`src/hdl/weighted_edit_distance_core_macros.svh`:
```
// Assertion macros shared by the weighted edit distance RTL.
`ifndef WEIGHTED_EDIT_DISTANCE_CORE_MACROS_SVH
`define WEIGHTED_EDIT_DISTANCE_CORE_MACROS_SVH

// Same-cycle implication, sampled on clk, off while arst_n is low.
`define WED_ASSERT_NOW(lbl, ante, cons, msg) \
	lbl: assert property (@(posedge clk) disable iff (!arst_n) (ante) |-> (cons)) \
		else $error(msg);

// Next-cycle implication, sampled on clk, off while arst_n is low.
`define WED_ASSERT_NEXT(lbl, ante, cons, msg) \
	lbl: assert property (@(posedge clk) disable iff (!arst_n) (ante) |=> (cons)) \
		else $error(msg);

`endif

```
`src/hdl/wed_pkg.sv`:
```
// Types and constants of the weighted edit distance core.
`default_nettype none

package wed_pkg;

	localparam int unsigned COST_W = 10;
	localparam int unsigned SYM_W  = 8;
	localparam int unsigned ACT_W  = 2;
	localparam int unsigned WGT_W  = 4;
	localparam int unsigned IDX_W  = 2;

	typedef logic [COST_W-1:0] cost_t;
	typedef logic [SYM_W-1:0]  sym_t;
	typedef logic [ACT_W-1:0]  act_t;
	typedef logic [WGT_W-1:0]  wgt_t;
	typedef logic [IDX_W-1:0]  idx_t;

	// input word actions
	localparam act_t ACT_SRC = 2'd0;
	localparam act_t ACT_TGT = 2'd1;
	localparam act_t ACT_RUN = 2'd2;

	// register indexes
	localparam idx_t REG_DEL = 2'd0;
	localparam idx_t REG_INS = 2'd1;
	localparam idx_t REG_SUB = 2'd2;

	localparam wgt_t DEL_RESET = 4'd2;
	localparam wgt_t INS_RESET = 4'd3;
	localparam wgt_t SUB_RESET = 4'd4;

	typedef enum logic [5:0] {
		S_IDLE     = 6'b000001,
		S_INIT     = 6'b000010,
		S_ROWSTART = 6'b000100,
		S_ROW0     = 6'b001000,
		S_CELL     = 6'b010000,
		S_DONE     = 6'b100000
	} state_t;

	// add a weight to a cost, clamp at the all-ones cost
	function automatic cost_t sat_add(input cost_t a, input wgt_t b);
		logic [COST_W:0] sum;
		sum = {1'b0, a} + {{(COST_W + 1 - WGT_W){1'b0}}, b};
		return sum[COST_W] ? '1 : sum[COST_W-1:0];
	endfunction

endpackage

`default_nettype wire

```
`src/hdl/wed_ram.sv`:
```
// Generic single write port, single read port RAM with registered read.
`default_nettype none

module wed_ram #(
	parameter int unsigned WIDTH = 8,
	parameter int unsigned DEPTH = 32
) (
	input  wire logic                                   clk,
	input  wire logic                                   we,
	input  wire logic [(DEPTH > 1 ? $clog2(DEPTH) : 1)-1:0] waddr,
	input  wire logic [WIDTH-1:0]                       wdata,
	input  wire logic [(DEPTH > 1 ? $clog2(DEPTH) : 1)-1:0] raddr,
	output logic      [WIDTH-1:0]                       rdata
);

	logic [WIDTH-1:0] mem_q [DEPTH];

	always_ff @(posedge clk) begin
		if (we) begin
			mem_q[waddr] <= wdata;
		end
		rdata <= mem_q[raddr];
	end

endmodule

`default_nettype wire

```
`src/hdl/weighted_edit_distance_core.sv`:
```
// Weighted edit distance core: string loader, row-by-row cost sequencer, result register.
// Append word: accepted while idle; in_ready stays high while idle.
// Compute word with S source and T target chars: the single cell unit updates one cost cell
// per cycle in S_INIT, S_ROW0 and S_CELL through the row RAM; in_ready stays low for that run
// and while a finished result waits for the output register.
// Reset clears lengths, the dropped flag, out_valid and loads weights 2/3/4; RAMs are not cleared.
`default_nettype none
`include "weighted_edit_distance_core_macros.svh"

module weighted_edit_distance_core #(
	parameter int unsigned MAX_LEN = 32
) (
	input  wire logic          clk,
	input  wire logic          arst_n,
	// input words
	input  wire logic          in_valid,
	output logic               in_ready,
	input  wire wed_pkg::act_t action,
	input  wire wed_pkg::sym_t symbol,
	// result words
	output logic               out_valid,
	input  wire logic          out_ready,
	output wed_pkg::cost_t     total_cost,
	output logic               overflow,
	// register writes
	input  wire logic          cfg_valid,
	output logic               cfg_ready,
	input  wire wed_pkg::idx_t cfg_index,
	input  wire wed_pkg::wgt_t cfg_data
);

	import wed_pkg::*;

	localparam int unsigned LEN_W = $clog2(MAX_LEN + 1);
	localparam int unsigned AW    = MAX_LEN > 1 ? $clog2(MAX_LEN) : 1;
	localparam logic [LEN_W-1:0] LEN_MAX = LEN_W'(MAX_LEN);

	state_t state_q;

	// weights
	wgt_t del_q, ins_q, sub_q;

	// string bookkeeping
	logic [LEN_W-1:0] src_len_q, tgt_len_q;
	logic             dropped_q;

	// sequencer counters: i walks source rows, j walks target columns
	logic [LEN_W-1:0] i_q, j_q;
	logic [LEN_W-1:0] i_m1;

	// cell unit operands held between cycles
	cost_t left_q, diag_q, result_q;
	sym_t  sc_q;

	// output register
	logic  out_valid_q;
	cost_t cost_q;
	logic  ovf_q;

	// RAM ports
	logic             src_we, tgt_we, row_we;
	logic [AW-1:0]    src_raddr, tgt_raddr;
	logic [LEN_W-1:0] row_waddr, row_raddr;
	sym_t             src_rd, tgt_rd;
	cost_t            row_rd, row_wd;

	// cell unit results
	cost_t init_val, row0_val, cell_val;
	cost_t del_c, ins_c, sub_c, min_di;

	logic in_acc, slot_free, j_last, i_last;

	assign in_acc    = in_valid && in_ready;
	assign in_ready  = (state_q == S_IDLE);
	assign cfg_ready = 1'b1;
	assign slot_free = !out_valid_q || out_ready;
	assign j_last    = (j_q == tgt_len_q);
	assign i_last    = (i_q == src_len_q);
	assign i_m1      = i_q - 1'b1;

	assign out_valid  = out_valid_q;
	assign total_cost = cost_q;
	assign overflow   = ovf_q;

	// ---------------------------------------------------------------------
	// Shared cell unit: one cost cell per cycle
	// ---------------------------------------------------------------------
	always_comb begin
		init_val = (j_q == '0) ? '0 : sat_add(left_q, ins_q);
		row0_val = sat_add(row_rd, del_q);
		del_c    = sat_add(row_rd, del_q);
		ins_c    = sat_add(left_q, ins_q);
		sub_c    = (sc_q == tgt_rd) ? diag_q : sat_add(diag_q, sub_q);
		min_di   = (del_c < ins_c) ? del_c : ins_c;
		cell_val = (min_di < sub_c) ? min_di : sub_c;
	end

	// ---------------------------------------------------------------------
	// RAM addressing
	// ---------------------------------------------------------------------
	always_comb begin
		src_we    = in_acc && (action == ACT_SRC) && (src_len_q < LEN_MAX);
		tgt_we    = in_acc && (action == ACT_TGT) && (tgt_len_q < LEN_MAX);
		src_raddr = (state_q == S_ROWSTART) ? i_m1[AW-1:0] : '0;
		row_we    = (state_q == S_INIT) || (state_q == S_ROW0) || (state_q == S_CELL);
		row_waddr = (state_q == S_ROW0) ? '0 : j_q;
		row_raddr = '0;
		tgt_raddr = '0;
		row_wd    = cell_val;
		unique case (state_q)
			S_INIT: begin
				row_wd = init_val;
			end
			S_ROW0: begin
				row_wd    = row0_val;
				row_raddr = LEN_W'(1);
			end
			S_CELL: begin
				// fetch the next column's operands while this one resolves
				if (!j_last) begin
					row_raddr = LEN_W'(j_q + 1'b1);
					tgt_raddr = j_q[AW-1:0];
				end
			end
			default: begin
				row_wd = cell_val;
			end
		endcase
	end

	wed_ram #(.WIDTH(SYM_W), .DEPTH(MAX_LEN)) u_src_ram (
		.clk   (clk),
		.we    (src_we),
		.waddr (src_len_q[AW-1:0]),
		.wdata (symbol),
		.raddr (src_raddr),
		.rdata (src_rd)
	);

	wed_ram #(.WIDTH(SYM_W), .DEPTH(MAX_LEN)) u_tgt_ram (
		.clk   (clk),
		.we    (tgt_we),
		.waddr (tgt_len_q[AW-1:0]),
		.wdata (symbol),
		.raddr (tgt_raddr),
		.rdata (tgt_rd)
	);

	wed_ram #(.WIDTH(COST_W), .DEPTH(MAX_LEN + 1)) u_row_ram (
		.clk   (clk),
		.we    (row_we),
		.waddr (row_waddr),
		.wdata (row_wd),
		.raddr (row_raddr),
		.rdata (row_rd)
	);

	// ---------------------------------------------------------------------
	// Sequencer and control state
	// ---------------------------------------------------------------------
	always_ff @(posedge clk or negedge arst_n) begin
		if (!arst_n) begin
			state_q     <= S_IDLE;
			del_q       <= DEL_RESET;
			ins_q       <= INS_RESET;
			sub_q       <= SUB_RESET;
			src_len_q   <= '0;
			tgt_len_q   <= '0;
			dropped_q   <= 1'b0;
			i_q         <= '0;
			j_q         <= '0;
			out_valid_q <= 1'b0;
		end else begin
			// take register writes at any time
			if (cfg_valid && cfg_ready) begin
				unique case (cfg_index)
					REG_DEL: del_q <= cfg_data;
					REG_INS: ins_q <= cfg_data;
					REG_SUB: sub_q <= cfg_data;
					default: ;
				endcase
			end

			// raise the result when a run ends, drop it once the consumer takes it
			if ((state_q == S_DONE) && slot_free) begin
				out_valid_q <= 1'b1;
			end else if (out_ready) begin
				out_valid_q <= 1'b0;
			end

			unique case (state_q)
				S_IDLE: begin
					if (in_acc) begin
						unique case (action)
							ACT_SRC: begin
								if (src_len_q < LEN_MAX) begin
									src_len_q <= src_len_q + 1'b1;
								end else begin
									dropped_q <= 1'b1;
								end
							end
							ACT_TGT: begin
								if (tgt_len_q < LEN_MAX) begin
									tgt_len_q <= tgt_len_q + 1'b1;
								end else begin
									dropped_q <= 1'b1;
								end
							end
							ACT_RUN: begin
								j_q     <= '0;
								state_q <= S_INIT;
							end
							default: ;
						endcase
					end
				end
				S_INIT: begin
					// first row: running sum of insert weights
					j_q <= j_q + 1'b1;
					if (j_last) begin
						i_q     <= LEN_W'(1);
						state_q <= (src_len_q == '0) ? S_DONE : S_ROWSTART;
					end
				end
				S_ROWSTART: begin
					state_q <= S_ROW0;
				end
				S_ROW0: begin
					j_q <= LEN_W'(1);
					if (tgt_len_q == '0) begin
						i_q     <= i_q + 1'b1;
						state_q <= i_last ? S_DONE : S_ROWSTART;
					end else begin
						state_q <= S_CELL;
					end
				end
				S_CELL: begin
					j_q <= j_q + 1'b1;
					if (j_last) begin
						i_q     <= i_q + 1'b1;
						state_q <= i_last ? S_DONE : S_ROWSTART;
					end
				end
				S_DONE: begin
					// hold until the output register is free, then clear the strings
					if (slot_free) begin
						src_len_q   <= '0;
						tgt_len_q   <= '0;
						dropped_q   <= 1'b0;
						state_q     <= S_IDLE;
					end
				end
				default: begin
					state_q <= S_IDLE;
				end
			endcase
		end
	end

	// ---------------------------------------------------------------------
	// Cell operands and result payload
	// ---------------------------------------------------------------------
	always_ff @(posedge clk) begin
		unique case (state_q)
			S_INIT: begin
				left_q   <= init_val;
				result_q <= init_val;
			end
			S_ROW0: begin
				diag_q   <= row_rd;
				left_q   <= row0_val;
				sc_q     <= src_rd;
				result_q <= row0_val;
			end
			S_CELL: begin
				diag_q   <= row_rd;
				left_q   <= cell_val;
				result_q <= cell_val;
			end
			default: ;
		endcase
		if ((state_q == S_DONE) && slot_free) begin
			cost_q <= result_q;
			ovf_q  <= dropped_q;
		end
	end

	// ---------------------------------------------------------------------
	// Assertions
	// ---------------------------------------------------------------------
	`WED_ASSERT_NOW(a_len_bound, 1'b1, (src_len_q <= LEN_MAX) && (tgt_len_q <= LEN_MAX), "string length above capacity")
	`WED_ASSERT_NEXT(a_run_busy, in_acc && (action == ACT_RUN), !in_ready, "ready after a compute word")
	`WED_ASSERT_NOW(a_rose_after_done, $rose(out_valid), $past(state_q == S_DONE), "result without a finished run")
	`WED_ASSERT_NOW(a_cell_col, state_q == S_CELL, (j_q != '0) && (j_q <= tgt_len_q), "column counter out of range")
	`WED_ASSERT_NOW(a_clear_on_emit, $rose(out_valid), (src_len_q == '0) && (tgt_len_q == '0), "strings not cleared on emit")

endmodule

`default_nettype wire

```
`config.mk`:
```
export PLATFORM = sky130hd
export DESIGN_NAME = weighted_edit_distance_core
export DESIGN_NICKNAME = d
export VERILOG_FILES = /design/src/hdl/wed_pkg.sv /design/src/hdl/wed_ram.sv /design/src/hdl/weighted_edit_distance_core.sv
export VERILOG_INCLUDE_DIRS = /design/src /design/src/hdl
export SDC_FILE = /design/constraint.sdc
export NUM_CORES = 1
export LEC_CHECK = 0
export BUFFER_PORTS_ARGS = -buffer_cell sky130_fd_sc_hd__buf_2
export CAP_MARGIN = 30
export CELL_PAD_IN_SITES_DETAIL_PLACEMENT = 1
export CELL_PAD_IN_SITES_GLOBAL_PLACEMENT = 2
export CORE_MARGIN = 10
export CORE_UTILIZATION = 47
export DETAILED_ROUTE_END_ITERATION = 6
export PLACE_DENSITY_LB_ADDON = 0.1
export SKIP_LAST_GASP = 1
export SLEW_MARGIN = 15
export SYNTH_ARGS = -nofsm -noshare
export SYNTH_HDL_FRONTEND = slang
export SYNTH_SLANG_ARGS = --single-unit
```
`constraint.sdc`:
```
create_clock -name clk -period 7.87 [get_ports clk]
set_clock_uncertainty 0.2 [all_clocks]
set_input_delay 1.574 -clock clk [delete_from_list [all_inputs] [get_ports clk]]
set_output_delay 1.574 -clock clk [all_outputs]
set_load 0.05 [all_outputs]
```
* Word-level counts from Yosys, hierarchy flattened
Memory sizes are Yosys's and may differ from the RTL's. A register that Yosys moved wholly into a read port is not among the register bits. Cells that the tools add are included.
Operators by class: reductions and logical operators 30, $lt $le $gt $ge 4, add/subtract/negate cells 8, mux-type cells 54, equality and inequality tests 26
Operator list (number):
- 6-bit 2-to-1 mux | 22
- 10-bit 2-to-1 mux | 7
- 6-bit one-hot mux with 2 select lines | 3
- 6-bit one-hot mux with 3 select lines | 2
- 6-bit one-hot mux with 6 select lines | 1
- 10-bit by 4-bit adder with 11-bit output | 3
- 10-bit one-hot mux with 3 select lines | 1
- 6-bit by 1-bit adder with 6-bit output (second input constant) | 4
- 10-bit < comparator | 2
- 10-bit one-hot mux with 2 select lines | 1
- 6-bit logical NOT | 3
- 5-bit 2-to-1 mux | 3
- 5-bit AND reduction | 3
- 2-bit by 1-bit != test with 1-bit output (second input constant) | 7
- 6-bit == test | 2
- 6-bit < comparator (second input constant) | 2
- 1-bit 2-to-1 mux | 12
- 8-bit == test | 1
- 6-bit by 1-bit == test with 1-bit output (second input constant) | 1
- 6-bit by 2-bit == test with 1-bit output (second input constant) | 1
- 6-bit by 3-bit == test with 1-bit output (second input constant) | 1
- 6-bit by 4-bit == test with 1-bit output (second input constant) | 1
- 6-bit by 5-bit == test with 1-bit output (second input constant) | 1
- 6-bit == test (second input constant) | 1
- other kinds (18) | 37
Storage, ports and cells: memories 3, output and inout bits 14, RAM bits 842, bits of input ports 21, register bits 83, word-level logic and storage cells 140
Memory list:
- u_row_ram.mem_q | depth 33, width 10, read ports 1, clocked after memory_dff 1, write ports 1, RTL line wed_ram.sv:16 | logic [WIDTH-1:0] mem_q [DEPTH];
- u_src_ram.mem_q | depth 32, width 8, read ports 1, clocked after memory_dff 1, write ports 1, RTL line wed_ram.sv:16
- u_tgt_ram.mem_q | depth 32, width 8, read ports 1, clocked after memory_dff 1, write ports 1, RTL line wed_ram.sv:16

* Logic depth before layout (Yosys ltp)
Gate-level depths: netlist of run 1.
depth in word-level cells 7, mapped depth 25, mapped depth without buffers 24

* Cells and area by module
Synthesis of run 1 repeated with hierarchy kept, for this count alone.
Unflattened totals: cell total of the unflattened synthesis 2152, area total of the unflattened synthesis 39210.1 um^2
By module, submodules not included:
- wed_ram at u_src_ram ... | times used 2, cells each 417, area each 10053.4 um^2, seq. area each 7847.5 um^2
- wed_ram at u_row_ram | times used 1, cells each 726, area each 13311.5 um^2, seq. area each 10109.7 um^2
- weighted_edit_distance_core | times used 1, cells each 592, area each 5791.8 um^2, seq. area each 2278.4 um^2

* Least setup slack after synthesis of run 1
OpenSTA, ideal clock, no wires.
path type reg2reg, start point register, netlist name result_q[0], end point memory u_row_ram.mem_q[0][6] in the netlist's numbering (data pin), arrival time 6.393 ns, data required time 7.195 ns, library setup time 0.475 ns, buffers on the path 0, cell stages (with the launch flop) 23, slack 0.802 ns, cell sequence edfxtp_1 -> ha_1 -> fa_1 -> a21o_1 -> a21oi_1 -> nor2_1 -> mux2i_1 -> ha_1 -> o21a_1 -> o211ai_1 -> inv_1 -> a21oi_1 -> nand3_1 -> mux2i_1 -> ha_1 -> a21o_1 -> a21o_1 -> a21o_1 -> a21o_1 -> a211oi_1 -> o21ba_2 -> a21boi_0 -> o31ai_1
RTL lines (RTL line):
- to (decl) | wed_ram.sv:16

==> flow_summary_export.csv, run 1 <==
group,metric,value,unit
critical_path,critPathMaxFanout,33,
drt,drt_iter0_markers,1993,
sta,rsz0062_at_grt,"false",
sta,max_freq,144.7,MHz
hold_path,hold_class,"reg2reg",
synth,synth.top_cells.by_area,"edfxtp_1 (67%), mux2i_1 (3.9%), mux4_2 (3.4%)",
clock_tree,clockBufferDepth,3,
sta,worst_pin_slew,0.9905,ns
critical_path,rrSetupSlack,0.96,ns
clock_tree,clock_latency,0.67,ns
drt,drc,0,
finish,stdcell_count,3912,
placement,portBuffers,33,
clock_tree,cts-buffers-inserted,99,
finish,final_core_util,53.36,%
power_and_ir_drop,p_per_area,300.1,nW/um^2
sta,fin_crit_sh,87.83,%
synth,postSynthCellCount,2666,
synth,avgSynthCellArea,14.85,um^2
drt,drt-wirelength-per-cell,27.14,um
global_route,grt_first_pass_wirelength,159800,um
synth,synth.distinct_cells,72,
synth,netlist_area,39600,um^2
floorplan,die_h,310.3,um
critical_path,critPathMostFrequentCell,"a21o_1",
clock_tree,root_buffer,"clkbuf_16",
drt,via_count,23360,
critical_path,critPathCaptureType,"flop",
floorplan,initial_core_util,47.39,%
placement,postPlaceCellArea,41310,um^2
clock_tree,cts_tree,"done",
finish,finish.instance_area,44590,um^2
critical_path,slowest_delay,0.63,ns
critical_path,start_kind,"flop",
synth,synth.top_cell.area_share,66.81,%
clock_tree,htree_num_levels,3,
sta,whs,0.2048,ns
synth,synthXorXnorAreaFrac,1.018,%
global_route,grt.overflow.total,0,
clock_tree,cts_setup_buffers,0,
power_and_ir_drop,vdd_drop_max,0.2067,mV
synth,synth-seq-cells,951,
floorplan,core-area,83560,um^2
floorplan,fp.dieArea,96260,um^2
drt,routed_wl,106200,um
global_route,grt_use_total,22.10,%
sta,hold_viol,0,
global_route,grt_pass1_vias,24760,
synth,muxShareOfSynthArea,8.124,%
synth,synth_fa_ha_area_share,1.479,%
floorplan,io_pins,35,
critical_path,worst_path_max_delay_cell,"a31o_2",
sta,fin_tns_setup,0,ns
floorplan,fp-row-count,106,
synth,ys.flop_type,"edfxtp_1",
synth,synth-seq-area-share,70.93,%
floorplan,dieWidth,310.3,um
drt,first_pass_iters,5,
synth,yosys.cell_count.top_type,"edfxtp_1",
synth,async_reset_ff_share,4.627,%
synth,synth_top_family_by_area,"simple AND/OR/NAND/NOR gates",
synth,syn-num-nets,2732,
placement,hpwl,65980,um
power_and_ir_drop,power_leakage,15.70,nW
sta,max_slew_margin,33.90,%
synth,synth_compound_area_share,7.628,%
placement,gp_congestion,0.7994,
drt,postRouteAntennaNets,0,
synth,synth-simple-area-share,8.756,%
synth,synth_common_cells,"edfxtp_1 (881), nand2_1 (269), nor2_1 (173)",
synth,ys.warnings.count,0,
synth,synth_edf_count,881,
finish,drive_gt1_share,14.20,%
drt,viasPerCell,5.970,
sta,slew_violations,0,
global_route,grt_max_degree,83,
clock_tree,clock-sinks,951,
synth,synth_top_area_cell,"edfxtp_1",
finish,n_fill_cell,7967,
run_status,outcome,"finished, final reports clean",
global_route,antenna_found_initial,1,
clock_tree,cts_resized,0,
sta,finalCriticalPeriod,6.912,ns
critical_path,cp.arrival,7.05,ns
sta,setup_viol,0,
placement,dp.cells,3721,
clock_tree,cts_hold_buffers,0,
job,maxCapViolCount,0,
finish,syn2layout_area_growth,12.61,%
critical_path,path_cells,"ha_1, fa_1, a21o_1, a21oi_1, nor2_1, mux2i_1, ha_1, o21a_1, o211ai_1, inv_1, a21oi_1, nand3_1, mux2i_1, ha_1, a21o_1, a21o_1, a21o_1, a21o_1, a211oi_1, o21bai_1, buf_4, o21ai_0, a31o_2",
critical_path,crit_type,"reg2reg",
finish,nNetsFinal,2813,
critical_path,cp.required,8.01,ns
clock_tree,path_clk_slew,0.07,ns
==> path summary, 6_finish.rpt <==
| kind | cells after the start | to | start |
|---|---|---|---|
| max in group asynchronous | 2 | j_q[0]$_DFFE_PN0P_ | arst_n |
| hold / removal | 0 | sc_q[2]$_DFFE_PP_ | u_src_ram.rdata[2]$_DFF_P_ |
| min in group asynchronous | 2 | ins_q[3]$_DFFE_PN0P_ | arst_n |
| hold reg to reg | 0 | sc_q[2]$_DFFE_PP_ | u_src_ram.rdata[2]$_DFF_P_ |
| setup / recovery | 23 | u_row_ram.mem_q[1][0]$_DFFE_PP_ | result_q[0]$_DFFE_PN_ |
| setup reg to reg | 23 | u_row_ram.mem_q[1][0]$_DFFE_PP_ | result_q[0]$_DFFE_PN_ |
==> through the flow <==
| step | worst slack [ns] | power, mW |
|---|---|---|
| after floorplan | 0.8019 | 7.906 |
| after global placement | 0.7765 | 8.806 |
| after detailed placement | 0.9727 | 8.919 |
| after CTS | 0.9454 | 13.50 |
| after global routing | 0.3633 | 13.96 |
| final | 0.9582 | 13.38 |
==> layout make-up <==
cell class	count	area (um^2)	area share (%)
Multi-Input combinational cell	1528	10820	24.26
Clock buffer	136	2728	6.118
Antenna cell	2	5.005	0.01122
Sequential cell	951	28080	62.99
Clock inverter	48	474.2	1.064
Tap cell	1080	1351	3.031
Timing Repair Buffer	131	991.0	2.223
Inverter	36	136.4	0.3059
==> power by group <==
| part | internal [mW] | switching [mW] | leakage [nW] | total, mW |
|---|---|---|---|---|
| Combinational | 0.688 | 1.68 | 5.43 | 2.37 |
| Clock | 2.61 | 1.98 | 1.56 | 4.58 |
| Sequential | 6.29 | 0.136 | 8.71 | 6.43 |
| Total | 9.59 | 3.79 | 15.7 | 13.4 |
==> sequential cells by signal, summed over array words and instances (netlist names), 6 cells and up <==
register	flops
total_cost	10
u_tgt_ram.mem_q	256
result_q	10
tgt_len_q	6
sc_q	8
j_q	6
diag_q	10
u_src_ram.mem_q	256
u_src_ram.rdata	8
u_tgt_ram.rdata	8
state_q	6
i_q	6
u_row_ram.mem_q	330
src_len_q	6
u_row_ram.rdata	10
==> metal layers <==
layer,part of all wire (%),vias to the layer above,GRT usage (%)
met5,0.011,-,0
met1,45,12260,30.30
met4,2.2,2,5.480
met2,50,444,37.50
met3,3.4,143,2.399
li1,-,10510,-
==> cells by family after synthesis <==
kind of cell / Yosys count
AO/OA/AOI/OAI: 445
AND/OR/NAND/NOR: 747
buffers and inverters: 187
multiplexers: 244
other: 1
XOR/XNOR: 46
flip-flops: 951
adder cells (fa/ha/maj): 45
==> critical path, delay by kind of cell (launching register included) <==
family / cells / cell delay (ns)
compound gates: 13 / 3.34
fa+ha+maj: 4 / 1.31
buf+inv: 2 / 0.31
flops: 1 / 0.38
mux: 2 / 0.74
simple gates: 2 / 0.28
==> cell usage in the layout, fill, tap and decap left out, types with 27 or more instances in the layout <==
master,count
a21oi_1,43
o211ai_1,49
nand2_1,267
or3_1,42
nand3_1,117
mux2_2,29
buf_4,89
edfxtp_1,881
a31oi_1,31
dfrtp_1,38
inv_1,33
a22oi_1,47
o22ai_1,44
mux4_2,59
nand4_1,29
xor2_1,35
nor2_1,171
o21ai_0,85
ha_1,42
clkbuf_1,27
mux2i_1,156
buf_2,33
clkbuf_16,100
No activity file was read; power rests on OpenSTA's default activity.
==> run 2, diff against run 1 <==
--- a/config.mk
+++ b/config.mk
@@ -10,7 +10,7 @@
 export CAP_MARGIN = 30
 export CELL_PAD_IN_SITES_DETAIL_PLACEMENT = 1
 export CELL_PAD_IN_SITES_GLOBAL_PLACEMENT = 2
-export CORE_MARGIN = 10
+export CORE_ASPECT_RATIO = 1.75
 export CORE_UTILIZATION = 47
 export DETAILED_ROUTE_END_ITERATION = 6
 export PLACE_DENSITY_LB_ADDON = 0.1
==> flow_summary_export.csv, run 2 (synthesized netlist as in run 1, its figures left out) <==
group,metric,value,unit
sta,finalWorstSetupSlack,0.8796,ns
critical_path,cp.required,8.01,ns
critical_path,cp.arrival,7.13,ns
critical_path,critPathMaxFanout,33,
sta,hold_viol,0,
sta,max_freq,143.1,MHz
placement,hpwl,71890,um
drt,drc,0,
finish,top_regs,"u_row_ram.mem_q: 330 flops, u_src_ram.mem_q: 256 flops, u_tgt_ram.mem_q: 256 flops",
floorplan,fp.dieArea,85460,um^2
power_and_ir_drop,p_per_area,294.4,nW/um^2
critical_path,worst_path_max_delay_cell,"o21ai_0",
job,maxCapViolCount,0,
floorplan,core-area,83380,um^2
hold_path,whs_path_depth,0,
power_and_ir_drop,intPower,9.222,mW
finish,top_register,"u_row_ram.mem_q",
clock_tree,path_clk_slew,0.06,ns
sta,slew_violations,0,
clock_tree,cts_hold_buffers,0,
finish,syn2layout_area_growth,11.40,%
critical_path,crit_type,"reg2reg",
critical_path,slowest_delay,0.78,ns
placement,pre_cts_slack,1.027,ns
clock_tree,cts_setup_buffers,0,
drt,viasPerCell,6.023,
clock_tree,cts_tree,"done",
finish,n_antenna_cell,0,
clock_tree,cts_resized,0,
floorplan,initial_core_util,47.49,%
power_and_ir_drop,seqPwrFrac,49.5,%
power_and_ir_drop,power_leakage,15.45,nW
drt,drt_iter0_markers,1623,
sta,setup_viol,0,
floorplan,fp-row-count,140,
finish,nNetsFinal,2795,
drt,via_count,23280,
power_and_ir_drop,totalPowerFinal,12.98,mW
clock_tree,clock_latency,0.69,ns
finish,final_cell_mix,"edfxtp_1 (881), nand2_1 (268), mux2i_1 (156)",
drt,drt-wirelength-per-cell,28.52,um
critical_path,start_kind,"flop",
hold_path,hold_class,"reg2reg",
global_route,grt_first_pass_wirelength,163000,um
clock_tree,htree_num_levels,3,
global_route,grt_use_total,26.09,%
finish,drive_gt1_share,14.00,%
global_route,grt_max_degree,129,
sta,rsz0062_at_grt,"false",
global_route,grt.overflow.total,0,
power_and_ir_drop,vdd_drop_max,0.2199,mV
critical_path,worstRegToRegCells,22,
sta,finalCriticalPeriod,6.990,ns
placement,portBuffers,33,
drt,routed_wl,110200,um
clock_tree,root_buffer,"clkbuf_16",
finish,largest_reg_flops,330,
global_route,antenna_found_initial,1,
finish,stdcell_count,3865,
critical_path,critPathCaptureType,"flop",
power_and_ir_drop,power_frac_comb,18.7,%
global_route,grt_pass1_vias,25020,
clock_tree,clockBufferDepth,3,
sta,fin_tns_setup,0,ns
placement,gp_congestion,0.8527,
power_and_ir_drop,netSwitchingFraction,28.97,%
clock_tree,clock-sinks,951,
sta,worst_pin_slew,0.9871,ns
floorplan,die_h,386.0,um
critical_path,critPathMostFrequentCell,"a21o_1",
sta,fin_crit_sh,88.82,%
finish,n_fill_cell,7957,
critical_path,path_cells,"ha_1, fa_1, a21o_1, a21oi_1, nor2_1, o21ai_0, ha_1, nand4_1, nor2_1, o311ai_0, nand3_1, mux2i_1, ha_1, a21o_1, a21o_1, a21o_1, a21o_1, a211oi_1, o21bai_1, buf_4, or3_1, a31o_2",
sta,max_slew_margin,33.63,%
power_and_ir_drop,clkPwrFrac,31.7,%
floorplan,io_pins,35,
placement,dp.cells,3700,
sta,whs,0.2042,ns
floorplan,dieWidth,221.4,um
drt,postRouteAntennaNets,0,
power_and_ir_drop,switchingPower,3.762,mW
run_status,outcome,"finished, final reports clean",
drt,first_pass_iters,7,
clock_tree,cts-buffers-inserted,89,
finish,final_common_cell,"edfxtp_1",
## run 2: path summary, 6_finish.rpt
check,start,to,slack (ns)
worst max register to register,result_q[0]$_DFFE_PN_,u_row_ram.mem_q[0][0]$_DFFE_PP_,0.88
worst min register to register,u_src_ram.rdata[3]$_DFF_P_,sc_q[3]$_DFFE_PP_,0.20
min in group asynchronous,arst_n,ins_q[3]$_DFFE_PN0P_,0.85
max in group asynchronous,arst_n,j_q[0]$_DFFE_PN0P_,6.10
worst max-delay path,result_q[0]$_DFFE_PN_,u_row_ram.mem_q[0][0]$_DFFE_PP_,0.88
worst min-delay path,u_src_ram.rdata[3]$_DFF_P_,sc_q[3]$_DFFE_PP_,0.20
## run 2: layout make-up
cell class                 instances  area, um^2  area share (%)
multi-input combinational       1528       10850           24.60
sequential                       951       28080           63.67
clock inverter                    46       317.8          0.7205
timing repair buffer             123       964.7           2.187
inverter                          36       136.4          0.3092
tap                             1065        1333           3.021
clock buffer                     116        2422           5.492
## run 2: critical path: cells and delay by family, from the launching register on
kind	cells	cell delay (ns)
mux	1	0.37
simple gates	5	0.97
compound gates	11	3.28
buf+inv	1	0.21
flops	1	0.39
fa+ha+maj	4	1.23
## run 2: power groups by stage
| stage | combinational (mW) | clock [mW] | sequential (mW) |
|---|---|---|---|
| detailed placement | 2.44 | 0 | 6.54 |
| floorplan | 1.42 | 0 | 6.49 |
| finish | 2.43 | 4.12 | 6.43 |
| CTS | 2.45 | 4.21 | 6.43 |
| global route | 2.64 | 4.37 | 6.44 |
| global placement | 2.35 | 0 | 6.53 |
## run 2: per-stage QoR
step | utilization (%) | instance area (um^2)
global route | 52.90 | 44110
global placement | 49.34 | 41140
detailed placement | 49.58 | 41340
CTS | 52.86 | 44080
finish | 52.90 | 44110
floorplan | - | 39600
## run 2: metal layers
layer  global-route usage (%)  vias up  wire length [um]
met5                        0        -                 0
met4                    11.20        0              4477
met3                    2.889      188              3376
met2                    49.35      483             60430
met1                    29.68    12150             41950
li1                         -    10460                 -
